===== config.mk =====
export PLATFORM = sky130hd
export DESIGN_NAME = mie_ram
export DESIGN_NICKNAME = d
export VERILOG_FILES = /design/src/sv/mie_ram.sv
export SDC_FILE = /design/constraint.sdc
export NUM_CORES = 1
export LEC_CHECK = 0
export BUFFER_PORTS_ARGS = -buffer_cell sky130_fd_sc_hd__buf_2
export CAP_MARGIN = 20
export CORE_ASPECT_RATIO = 1.25
export CORE_MARGIN = 8
export CORE_UTILIZATION = 55
export DETAILED_ROUTE_END_ITERATION = 8
export HOLD_SLACK_MARGIN = 0.1
export PLACE_DENSITY = 0.73
export SETUP_SLACK_MARGIN = 0.2
export SLEW_MARGIN = 40
export SYNTH_ARGS = -nofsm -noshare
export SYNTH_HDL_FRONTEND = slang
export SYNTH_SLANG_ARGS = --single-unit

===== constraint.sdc =====
create_clock -name clk -period 8.4 [get_ports clk]
set_input_delay 1.68 -clock clk [delete_from_list [all_inputs] [get_ports clk]]
set_output_delay 1.68 -clock clk [all_outputs]
set_load 0.02 [all_outputs]

===== src/sv/mie_ram.sv =====
// ----------------------------------------------------------------------------
// Generic RAM
// One write port and one read port with registered read data.
// ----------------------------------------------------------------------------
`default_nettype none

module mie_ram #(
  parameter int WIDTH = 32,
  parameter int DEPTH = 32
) (
  input  wire logic                                  clk,
  input  wire logic                                  we,
  input  wire logic [(DEPTH > 1 ? $clog2(DEPTH) : 1)-1:0] waddr,
  input  wire logic [WIDTH-1:0]                      wdata,
  input  wire logic [(DEPTH > 1 ? $clog2(DEPTH) : 1)-1:0] raddr,
  output logic      [WIDTH-1:0]                      rdata
);

  logic [WIDTH-1:0] mem [DEPTH];

  always_ff @(posedge clk) begin
    if (we) begin
      mem[waddr] <= wdata;
    end
    rdata <= mem[raddr];
  end

endmodule

`default_nettype wire

==> results.md, run 1 <==
- The final critical-path share of the clock period is 43.6%.
- The clock network latency to the later pin of the worst-skew pair is 650 ps.
- The gate count of the mapped netlist is 2260.
- The count of nets left with antenna violations once routing finished came out at 0.
- The via count of the first global-routing pass is 21268.
- The type of element capturing the critical path is a flip-flop.
- Global routing used 22.9% of the available tracks across all layers.
- The post-cts resize count is 0.
- The highest fanout seen on the critical path is 85.
- The area added between synthesis and finish is 11.5%.
- With fillers left out, the area of the finished cells amounts to 45100 sq um.
- For this run, the top clock speed supported by timing is 0.273 GHz.
- The ratio of total power to cell area is 234 nW/um^2.
- The floorplan step set the die width to 259 microns.
- Counting every sink on the clock net gives 1056.
- The highest layer used for signal routing is met5.
- The kind of critical path is input port to flip-flop.
- IR analysis of the VDD net gives a maximum drop of 0.148 mV.
- The total via count in the routed design is 21220.
- Wires add up to 96400 microns.
- The clock tree from TritonCTS is done.
- Counting instances, the worst hold path has a depth of 4.
- The area of the mapped netlist is 40500 sq um.
- The pin count of the biggest net entering global routing is 124.
- The number of antenna violations at the first check in global routing came to 11.
- The standard cell area after detailed placement is 42200 sq um.
- From bottom edge to top edge, the die measures 319 microns.
- The clock arrives with 27.5 ps of skew.
- At the worst endpoint, the required time is 8890 ps.
- The count of standard-cell rows is 111.
- The met1 layer wirelength in the final routing is 36200 microns.
- The worst hold path begins at mem[26][19]$_DFFE_PP_.
- The setup slack after layout is 4730 ps.
- Once the floorplan was initialized, standard cells occupied 55.4% of the core.
- At the pin with the least slew margin, the transition time is 890 ps.
- The endpoint of the worst hold-timing path is rdata[19]$_DFF_P_.
- After clock tree synthesis, the flow added hold-fix buffers numbering 0.
- After clock tree synthesis, the clock-pin slew on the worst setup and hold paths is 60 ps.
- After filler insertion, the fill cell instance count of the layout stands at 5079.
- The combined area of the multi-input logic cells is 8610 sq um.
- The worst-case clock buffer depth is 3.
- The residual overflow from global routing is 0.
- The yosys synthesis warning count is 0.
- For this design the total switching power over the nets is 2200 uW.
- Pin placement for this block handled 76 I/O pins.
- The net count of the finished layout is 2403.
- The number of detailed-route iterations in the first pass is 5.
- The tool flagged a number of max-cap violations equal to 0.
- Counting every net in the synthesized netlist gives 2304.
- The wire-length estimate of the detail-placed layout is 49200 microns.
- The post-synthesis register bit count is 1056.
- The detailed-route DRC error count is 0.
- The proportion of synthesized chip area in sequential cells is 77.5%.
- In the final timing run, aggregate negative setup slack is 0 ps.
- The post-detailed-route wirelength per cell is 28.4 microns.
- The worst register-to-register path ends at rdata[3]$_DFF_P_.
- The ratio of cells with drive above 1 in the final layout is 12.7%.
- The first-pass GRT wire length is 139000 microns.
- The worst-case reg-to-reg path depth is 5.
- On the final layout, the worst hold slack is 597 ps.
- The number of setup buffers added after CTS is 0.
- The flow ran to the end, and the final reports show no timing, DRC or antenna violations.
- The final count of hold timing violations is 0.
- After the first detailed-routing iteration, the DRC count stood at 2381.
- In this run, the clock network consumes 39.1% of the power.
- The final number of max-transition violations is 0.
- In the detailed route, the total length drawn on met2 is 47100 microns.
- Registers take 31400 sq um.
- Summing internal, switching and leakage power gives 10600 uW.
- Setup violations remaining at the end of the flow were counted as 0.
- In this run, CTS created clock tree buffers numbering 91.
- Net switching is 20.8% of the power.
- The count of distinct cell types in the synthesized netlist is 25.
- Setup repair after global routing left no endpoint under its margin.
- The count of buffers inserted at the top-level ports is 75.
- The die covers 82600 sq um.
- The worst register-to-register path has a setup slack of 6950 ps.
- Combinational cells account for 5.2% of the total power.
- The most used flip-flop cell after synthesis is sky130_fd_sc_hd__edfxtp_1.
- Of all flip-flops after synthesis, the portion carrying an async set or reset was 0%.
- The total core area is 73100 sq um.
- The sequential share of power is 55.7%.
- The buffer type at the clock tree root is sky130_fd_sc_hd__clkbuf_16.
- Summed over all cells, the static leakage comes to 0.0157 uW.
- The signal arrival time at the worst endpoint is 4150 ps.
- The H-tree was split into 3 levels.
- The mean area per synthesized cell is 17.9 sq um.
- In the detailed route, the total length drawn on met3 is 8530 microns.
- Before CTS, the worst setup slack after placement is 4210 ps.
- The relative slew slack is 40.6%.
- The worst register-to-register path begins at mem[1][3]$_DFFE_PP_.
- In this run the worst hold path is classified as flip-flop to flip-flop.
- The post-detailed-route via-to-cell ratio is 6.25.
- The type of origin of the critical path is an input port.
- At the end of routability-driven placement, the weighted congestion stood at 0.765.
- The minimum period implied by the final worst setup slack is 3670 ps.
- Internal power comes to 8380 uW.
- The number of enable flip-flop cells after synthesis is 1024.
[through the flow]
stage	util, %	cells
after floorplan	-	2260
after global placement	57.5	3218
after detailed placement	57.7	3225
after CTS	61.7	3388
after global routing	61.8	3390
final	61.8	3394
[power groups by stage]
| stage | clock (uW) | combinational [uW] | sequential [uW] |
|---|---|---|---|
| after CTS | 4180 | 547 | 5890 |
| after floorplan | 0 | 303 | 6010 |
| final | 4140 | 550 | 5890 |
| after global placement | 0 | 524 | 6000 |
| after global routing | 4360 | 584 | 5890 |
| after detailed placement | 0 | 545 | 6000 |
[critical path, cell delays in order]
cell	delay (ps)
sky130_fd_sc_hd__buf_8	470
sky130_fd_sc_hd__buf_12	370
sky130_fd_sc_hd__buf_16	490
sky130_fd_sc_hd__mux2i_1	260
sky130_fd_sc_hd__a22o_1	200
sky130_fd_sc_hd__nor3_1	60
sky130_fd_sc_hd__a31oi_1	390
sky130_fd_sc_hd__nand3_1	150
[cells in the final DEF (no fill, tap or decap)]
cell                         count
sky130_fd_sc_hd__a22oi_1        96
sky130_fd_sc_hd__buf_2          74
sky130_fd_sc_hd__dfxtp_1        32
sky130_fd_sc_hd__clkbuf_8        6
sky130_fd_sc_hd__clkinvlp_4      1
sky130_fd_sc_hd__bufinv_16       8
sky130_fd_sc_hd__nand2b_2        2
sky130_fd_sc_hd__mux2i_1       512
sky130_fd_sc_hd__clkbuf_1       22
sky130_fd_sc_hd__nor2_1          1
sky130_fd_sc_hd__clkinv_4        2
sky130_fd_sc_hd__nand2_2         1
sky130_fd_sc_hd__nor3_1         32
sky130_fd_sc_hd__nor2_4         33
sky130_fd_sc_hd__edfxtp_1     1024
sky130_fd_sc_hd__a21oi_1        96
sky130_fd_sc_hd__nor2b_4         1
sky130_fd_sc_hd__and2b_4         1
sky130_fd_sc_hd__or3b_2          3
sky130_fd_sc_hd__clkinv_8        1
sky130_fd_sc_hd__buf_4          42
sky130_fd_sc_hd__buf_16          5
sky130_fd_sc_hd__a31oi_1        32
sky130_fd_sc_hd__buf_12          4
sky130_fd_sc_hd__and2_4          1
sky130_fd_sc_hd__buf_6           7
sky130_fd_sc_hd__clkinv_1        9
sky130_fd_sc_hd__or3_1           1
sky130_fd_sc_hd__nand3_1        98
sky130_fd_sc_hd__nand2_1        97
sky130_fd_sc_hd__buf_8           1
sky130_fd_sc_hd__a22o_1         64
sky130_fd_sc_hd__nand3b_1        5
sky130_fd_sc_hd__or2_2           1
sky130_fd_sc_hd__clkinv_2       20
sky130_fd_sc_hd__diode_2         5
sky130_fd_sc_hd__clkbuf_16      94
[state kept, by name, summed over array words and instances (netlist names)]
signal / count
mem: 1024
rdata: 32
[cell families after synthesis]
kind of cell    Yosys count  share of synthesized area (%)
compound gates          288                           4.85
flops                  1056                           77.5
simple gates            277                           3.10
mux                     512                           12.7
buf+inv                 127                           1.86
[routing by layer]
metal	GRT usage, %	vias up
met5	0	-
met4	10.7	6
met3	4.32	237
met2	38.0	1066
met1	29.2	10749
li1	-	9162
[layout make-up]
class / instances / area share, %
multi-input combinational: 1077 / 19.1
antenna: 5 / 0.0277
tap: 960 / 2.66
timing repair buffer: 133 / 2.21
sequential: 1056 / 69.5
clock inverter: 41 / 0.920
clock buffer: 122 / 5.58
[how the worst max path moves through the flow]
stage                         from                   end  slack (ps)
final                     raddr[0]      rdata[3]$_DFF_P_        4730
after global routing      raddr[0]      rdata[3]$_DFF_P_        4670
after global placement    raddr[1]      rdata[7]$_DFF_P_        4000
after floorplan           waddr[1]  mem[12][0]$_DFFE_PP_        4290
after CTS                 raddr[0]      rdata[3]$_DFF_P_        4890
after detailed placement  raddr[0]      rdata[3]$_DFF_P_        4210
[cells in the mapped netlist, types with 2 or more instances]
cell	n	area (sq um)
sky130_fd_sc_hd__buf_2	26	130
sky130_fd_sc_hd__nor2_1	34	128
sky130_fd_sc_hd__clkbuf_4	2	15.0
sky130_fd_sc_hd__edfxtp_1	1024	30700
sky130_fd_sc_hd__clkbuf_1	46	173
sky130_fd_sc_hd__nand3b_1	5	37.5
sky130_fd_sc_hd__nand2b_1	2	12.5
sky130_fd_sc_hd__nand2_1	98	368
sky130_fd_sc_hd__nor3_1	32	160
sky130_fd_sc_hd__a22oi_1	96	721
sky130_fd_sc_hd__dfxtp_1	32	641
sky130_fd_sc_hd__nand3_1	98	490
sky130_fd_sc_hd__a31oi_1	32	200
sky130_fd_sc_hd__a21oi_1	96	480
sky130_fd_sc_hd__buf_1	5	18.8
sky130_fd_sc_hd__or3b_2	3	26.3
sky130_fd_sc_hd__buf_6	15	169
sky130_fd_sc_hd__mux2i_1	512	5120
sky130_fd_sc_hd__a22o_1	64	561
sky130_fd_sc_hd__buf_4	33	248
Note: power is estimated with default switching activity, not from simulation.
==> inputs of run 2 (changes only) <==
==> constraint.sdc (replaced) <==
create_clock -name clk -period 3.45 [get_ports clk]
set_input_delay 0.69 -clock clk [delete_from_list [all_inputs] [get_ports clk]]
set_output_delay 0.69 -clock clk [all_outputs]
set_load 0.02 [all_outputs]
==> results.md, run 2 (synthesis results as in run 1) <==
- The highest fanout seen on the critical path came to 32 (-62%).
- The maximum resistive drop on vdd is 0.564 mV (+280%).
- The hold buffer count at CTS is 0 (unchanged).
- The transition time at the pin with the least slew margin is 760 ps (-130 ps).
- The number of ports placed on the die boundary is 76 (unchanged).
- The global router's overall resource usage is 22.7% (-0.27 points).
- The routability-driven placement congestion ratio is 0.778 (+1.7%).
- The hold path startpoint is wdata[11].
- The clock network latency to the later pin of the worst-skew pair came to 640 ps (about the same).
- The combinational group share of total power is 5.2% (about the same).
- The internal power is 21100 uW (+150%).
- The total via count in the routed design was 21489 (+1.3%).
- In this run the critical register-to-register path is captured at rdata[9]$_DFF_P_.
- The starting utilization of the core area is 55.4% (unchanged).
- The initial detailed-routing violation count is 2172 (-8.8%).
- The post-detailed-route wirelength per cell is 27.8 microns (-2.0%).
- The ratio of cells with drive above 1 in the final layout is 13.9% (+1.2 points).
- The worst path needs 2090 ps of the cycle, external delays included.
- TritonCTS built the clock tree.
- The final count of hold timing violations is 0 (unchanged).
- The maximum clock frequency is 0.479 GHz.
- The final instance area is 46000 sq um (+1.9%).
- The post-route antenna net violation count came to 0 (unchanged).
- Setup repair after global routing left no endpoint under its margin.
- The type of origin of the critical path is an input port.
- The combined area of the multi-input logic cells came to 8620 sq um (+0.12%).
- The worst-case reg-to-reg path depth was 5 (unchanged).
- The reported leakage power was 0.0160 uW (+2.3%).
- The pin count of the biggest net entering global routing is 70 (-44%).
- The total core area is 73100 sq um (unchanged).
- The maximum clock skew at final layout is 24.3 ps (-3.19 ps).
- The ratio of total power to cell area is 578 nW/um^2 (+150%).
- The total of max-cap violations is 0 (unchanged).
- The first-pass GRT wire length is 139000 microns (+0.12%).
- The cell depth of the worst min-delay path is 1 (-3).
- The number of filler cells placed in the layout is 4958 (-2.4%).
- The post-detailed-placement half-perimeter wirelength is 50000 microns (+1.6%).
- The net count of the finished layout is 2432 (+1.2%).
- The post-cts resize count was 0 (unchanged).
- The flip-flop count of the largest register after layout was 1024 (unchanged).
- The sequential share of power is 53.9% (-1.8 points).
- The via count of the first global-routing pass is 21646 (+1.8%).
- The worst setup path is captured at a flip-flop.
- The clock buffer count from CTS is 94 (+3.3%).
- The x dimension of the die is 259 microns (unchanged).
- The register bank with the most flops is mem.
- The die height is 319 microns (unchanged).
- The number of detailed-route iterations in the first pass is 7 (+2).
- In the final layout, the registers with the most flip-flops are mem (1024), rdata (32).
- The number of antenna violations at the first check in global routing is 8 (-3).
- The overall die area is 82600 sq um (unchanged).
- The startpoint identified for the worst register-to-register timing path is mem[7][9]$_DFFE_PP_.
- The switching portion of total power came to 20.6% (-0.21 points).
- The count of standard-cell rows was 111 (unchanged).
- The CTS sink count is 1056 (unchanged).
- The residual overflow from global routing is 0 (unchanged).
- The internal reg-to-reg setup slack is 1960 ps (-4990 ps).
- The setup slack after layout is 1360 ps (-3370 ps).
- The final setup violation count is 0 (unchanged).
- The run finished with clean final reports.
- CTS placed an instance of sky130_fd_sc_hd__clkbuf_16 at the clock tree root.
- For hold timing, the worst endpoint is mem[18][11]$_DFFE_PP_.
- The storage element area is 31400 sq um (unchanged).
- The number of setup buffers added after CTS came to 0 (unchanged).
- The power dissipated by switching net loads is 5460 uW (+150%).
- The post-detailed-route via-to-cell ratio is 6.26 (+0.18%).
- The relative slew slack came to 49.3% (+8.7 points).
- The smallest hold slack is 531 ps (-66.3 ps).
- The worst-case clock buffer depth came to 3 (unchanged).
- The data required time at the worst endpoint came to 3710 ps (-5180 ps).
- The standard cell area after detailed placement came to 42800 sq um (+1.4%).
- The setup slack after placement is 738 ps (-3470 ps).
- The final critical-path share of the clock period is 60.5%.
- The power share of the clock group is 40.8% (+1.7 points).
- The final number of max-transition violations is 0 (unchanged).
- The clock transition at the registers of the reported paths was 60 ps (about the same).
- The tightest min-delay check is of the input port to flip-flop type.
- Leaving out fill and tap cells, the most frequent cell in the layout is sky130_fd_sc_hd__edfxtp_1.
- The summed negative setup slack over all endpoints was 0 ps (unchanged).
- The count of buffers inserted at the top-level ports is 75 (unchanged).
- In the layout the commonest cells are sky130_fd_sc_hd__edfxtp_1, sky130_fd_sc_hd__mux2i_1, sky130_fd_sc_hd__nand3_1, sky130_fd_sc_hd__clkbuf_16, sky130_fd_sc_hd__nand2_1.
- The wire length reported by the detailed router is 95500 microns (-0.96%).
- The area added between synthesis and finish is 13.6%.
- The number of H-tree levels is 3 (unchanged).
- The worst setup path is of the input port to flip-flop kind.
- The detailed-route DRC error count is 0 (unchanged).
- The signal arrival time at the worst endpoint is 2350 ps (-1800 ps).
## run 2: power groups by stage
stage	Combinational, uW	Clock (uW)	Sequential (uW)
final	1390	10800	14300
after global routing	1470	11400	14300
after CTS	1390	11000	14300
after detailed placement	1380	0	14600
after global placement	1340	0	14600
after floorplan	737	0	14600
## run 2: worst max-delay path, stage by stage
cell and delay [ps]:
sky130_fd_sc_hd__buf_2 120, sky130_fd_sc_hd__or3b_2 700, sky130_fd_sc_hd__nor2_4 180, sky130_fd_sc_hd__buf_4 610
## run 2: per-stage QoR
stage | instances | util (%) | power (uW)
floorplan | 2260 | - | 15400
global placement | 3252 | 58.5 | 15900
detailed placement | 3252 | 58.5 | 16000
CTS | 3427 | 62.9 | 26700
global route | 3427 | 62.9 | 27300
finish | 3431 | 63.0 | 26600
## run 2: per-layer routing
layer	GRT usage, %	up-vias	share of wire, %	wire length [microns]
met5	0	-	0.039	37
met4	8.89	6	3.8	3600
met3	4.55	224	8.6	8200
met2	38.3	1033	50	47700
met1	28.7	10992	38	35900
li1	-	9234	-	-
## run 2: how the worst max path moves through the flow
stage                      from  slack (ps)                     to  cells after the start
5_1_grt                waddr[1]        1360   mem[5][12]$_DFFE_PP_                      4
3_3_place_gp           waddr[1]         770  mem[28][19]$_DFFE_PP_                      4
2_1_floorplan          waddr[1]         330   mem[12][0]$_DFFE_PP_                      3
3_5_place_dp           waddr[1]         740  mem[28][21]$_DFFE_PP_                      4
6_report               waddr[1]        1360  mem[28][15]$_DFFE_PP_                      4
4_1_cts        rdata[6]$_DFF_P_        1380               rdata[6]                      1
## run 2: final cells by class
| cell class | count | area share [%] |
|---|---|---|
| diodes | 4 | 0.0218 |
| flip-flops and latches | 1056 | 68.3 |
| repair buffers | 159 | 3.35 |
| clock inverters | 56 | 1.45 |
| well taps | 960 | 2.61 |
| clock buffers | 119 | 5.57 |
| multi-input cells | 1077 | 18.7 |
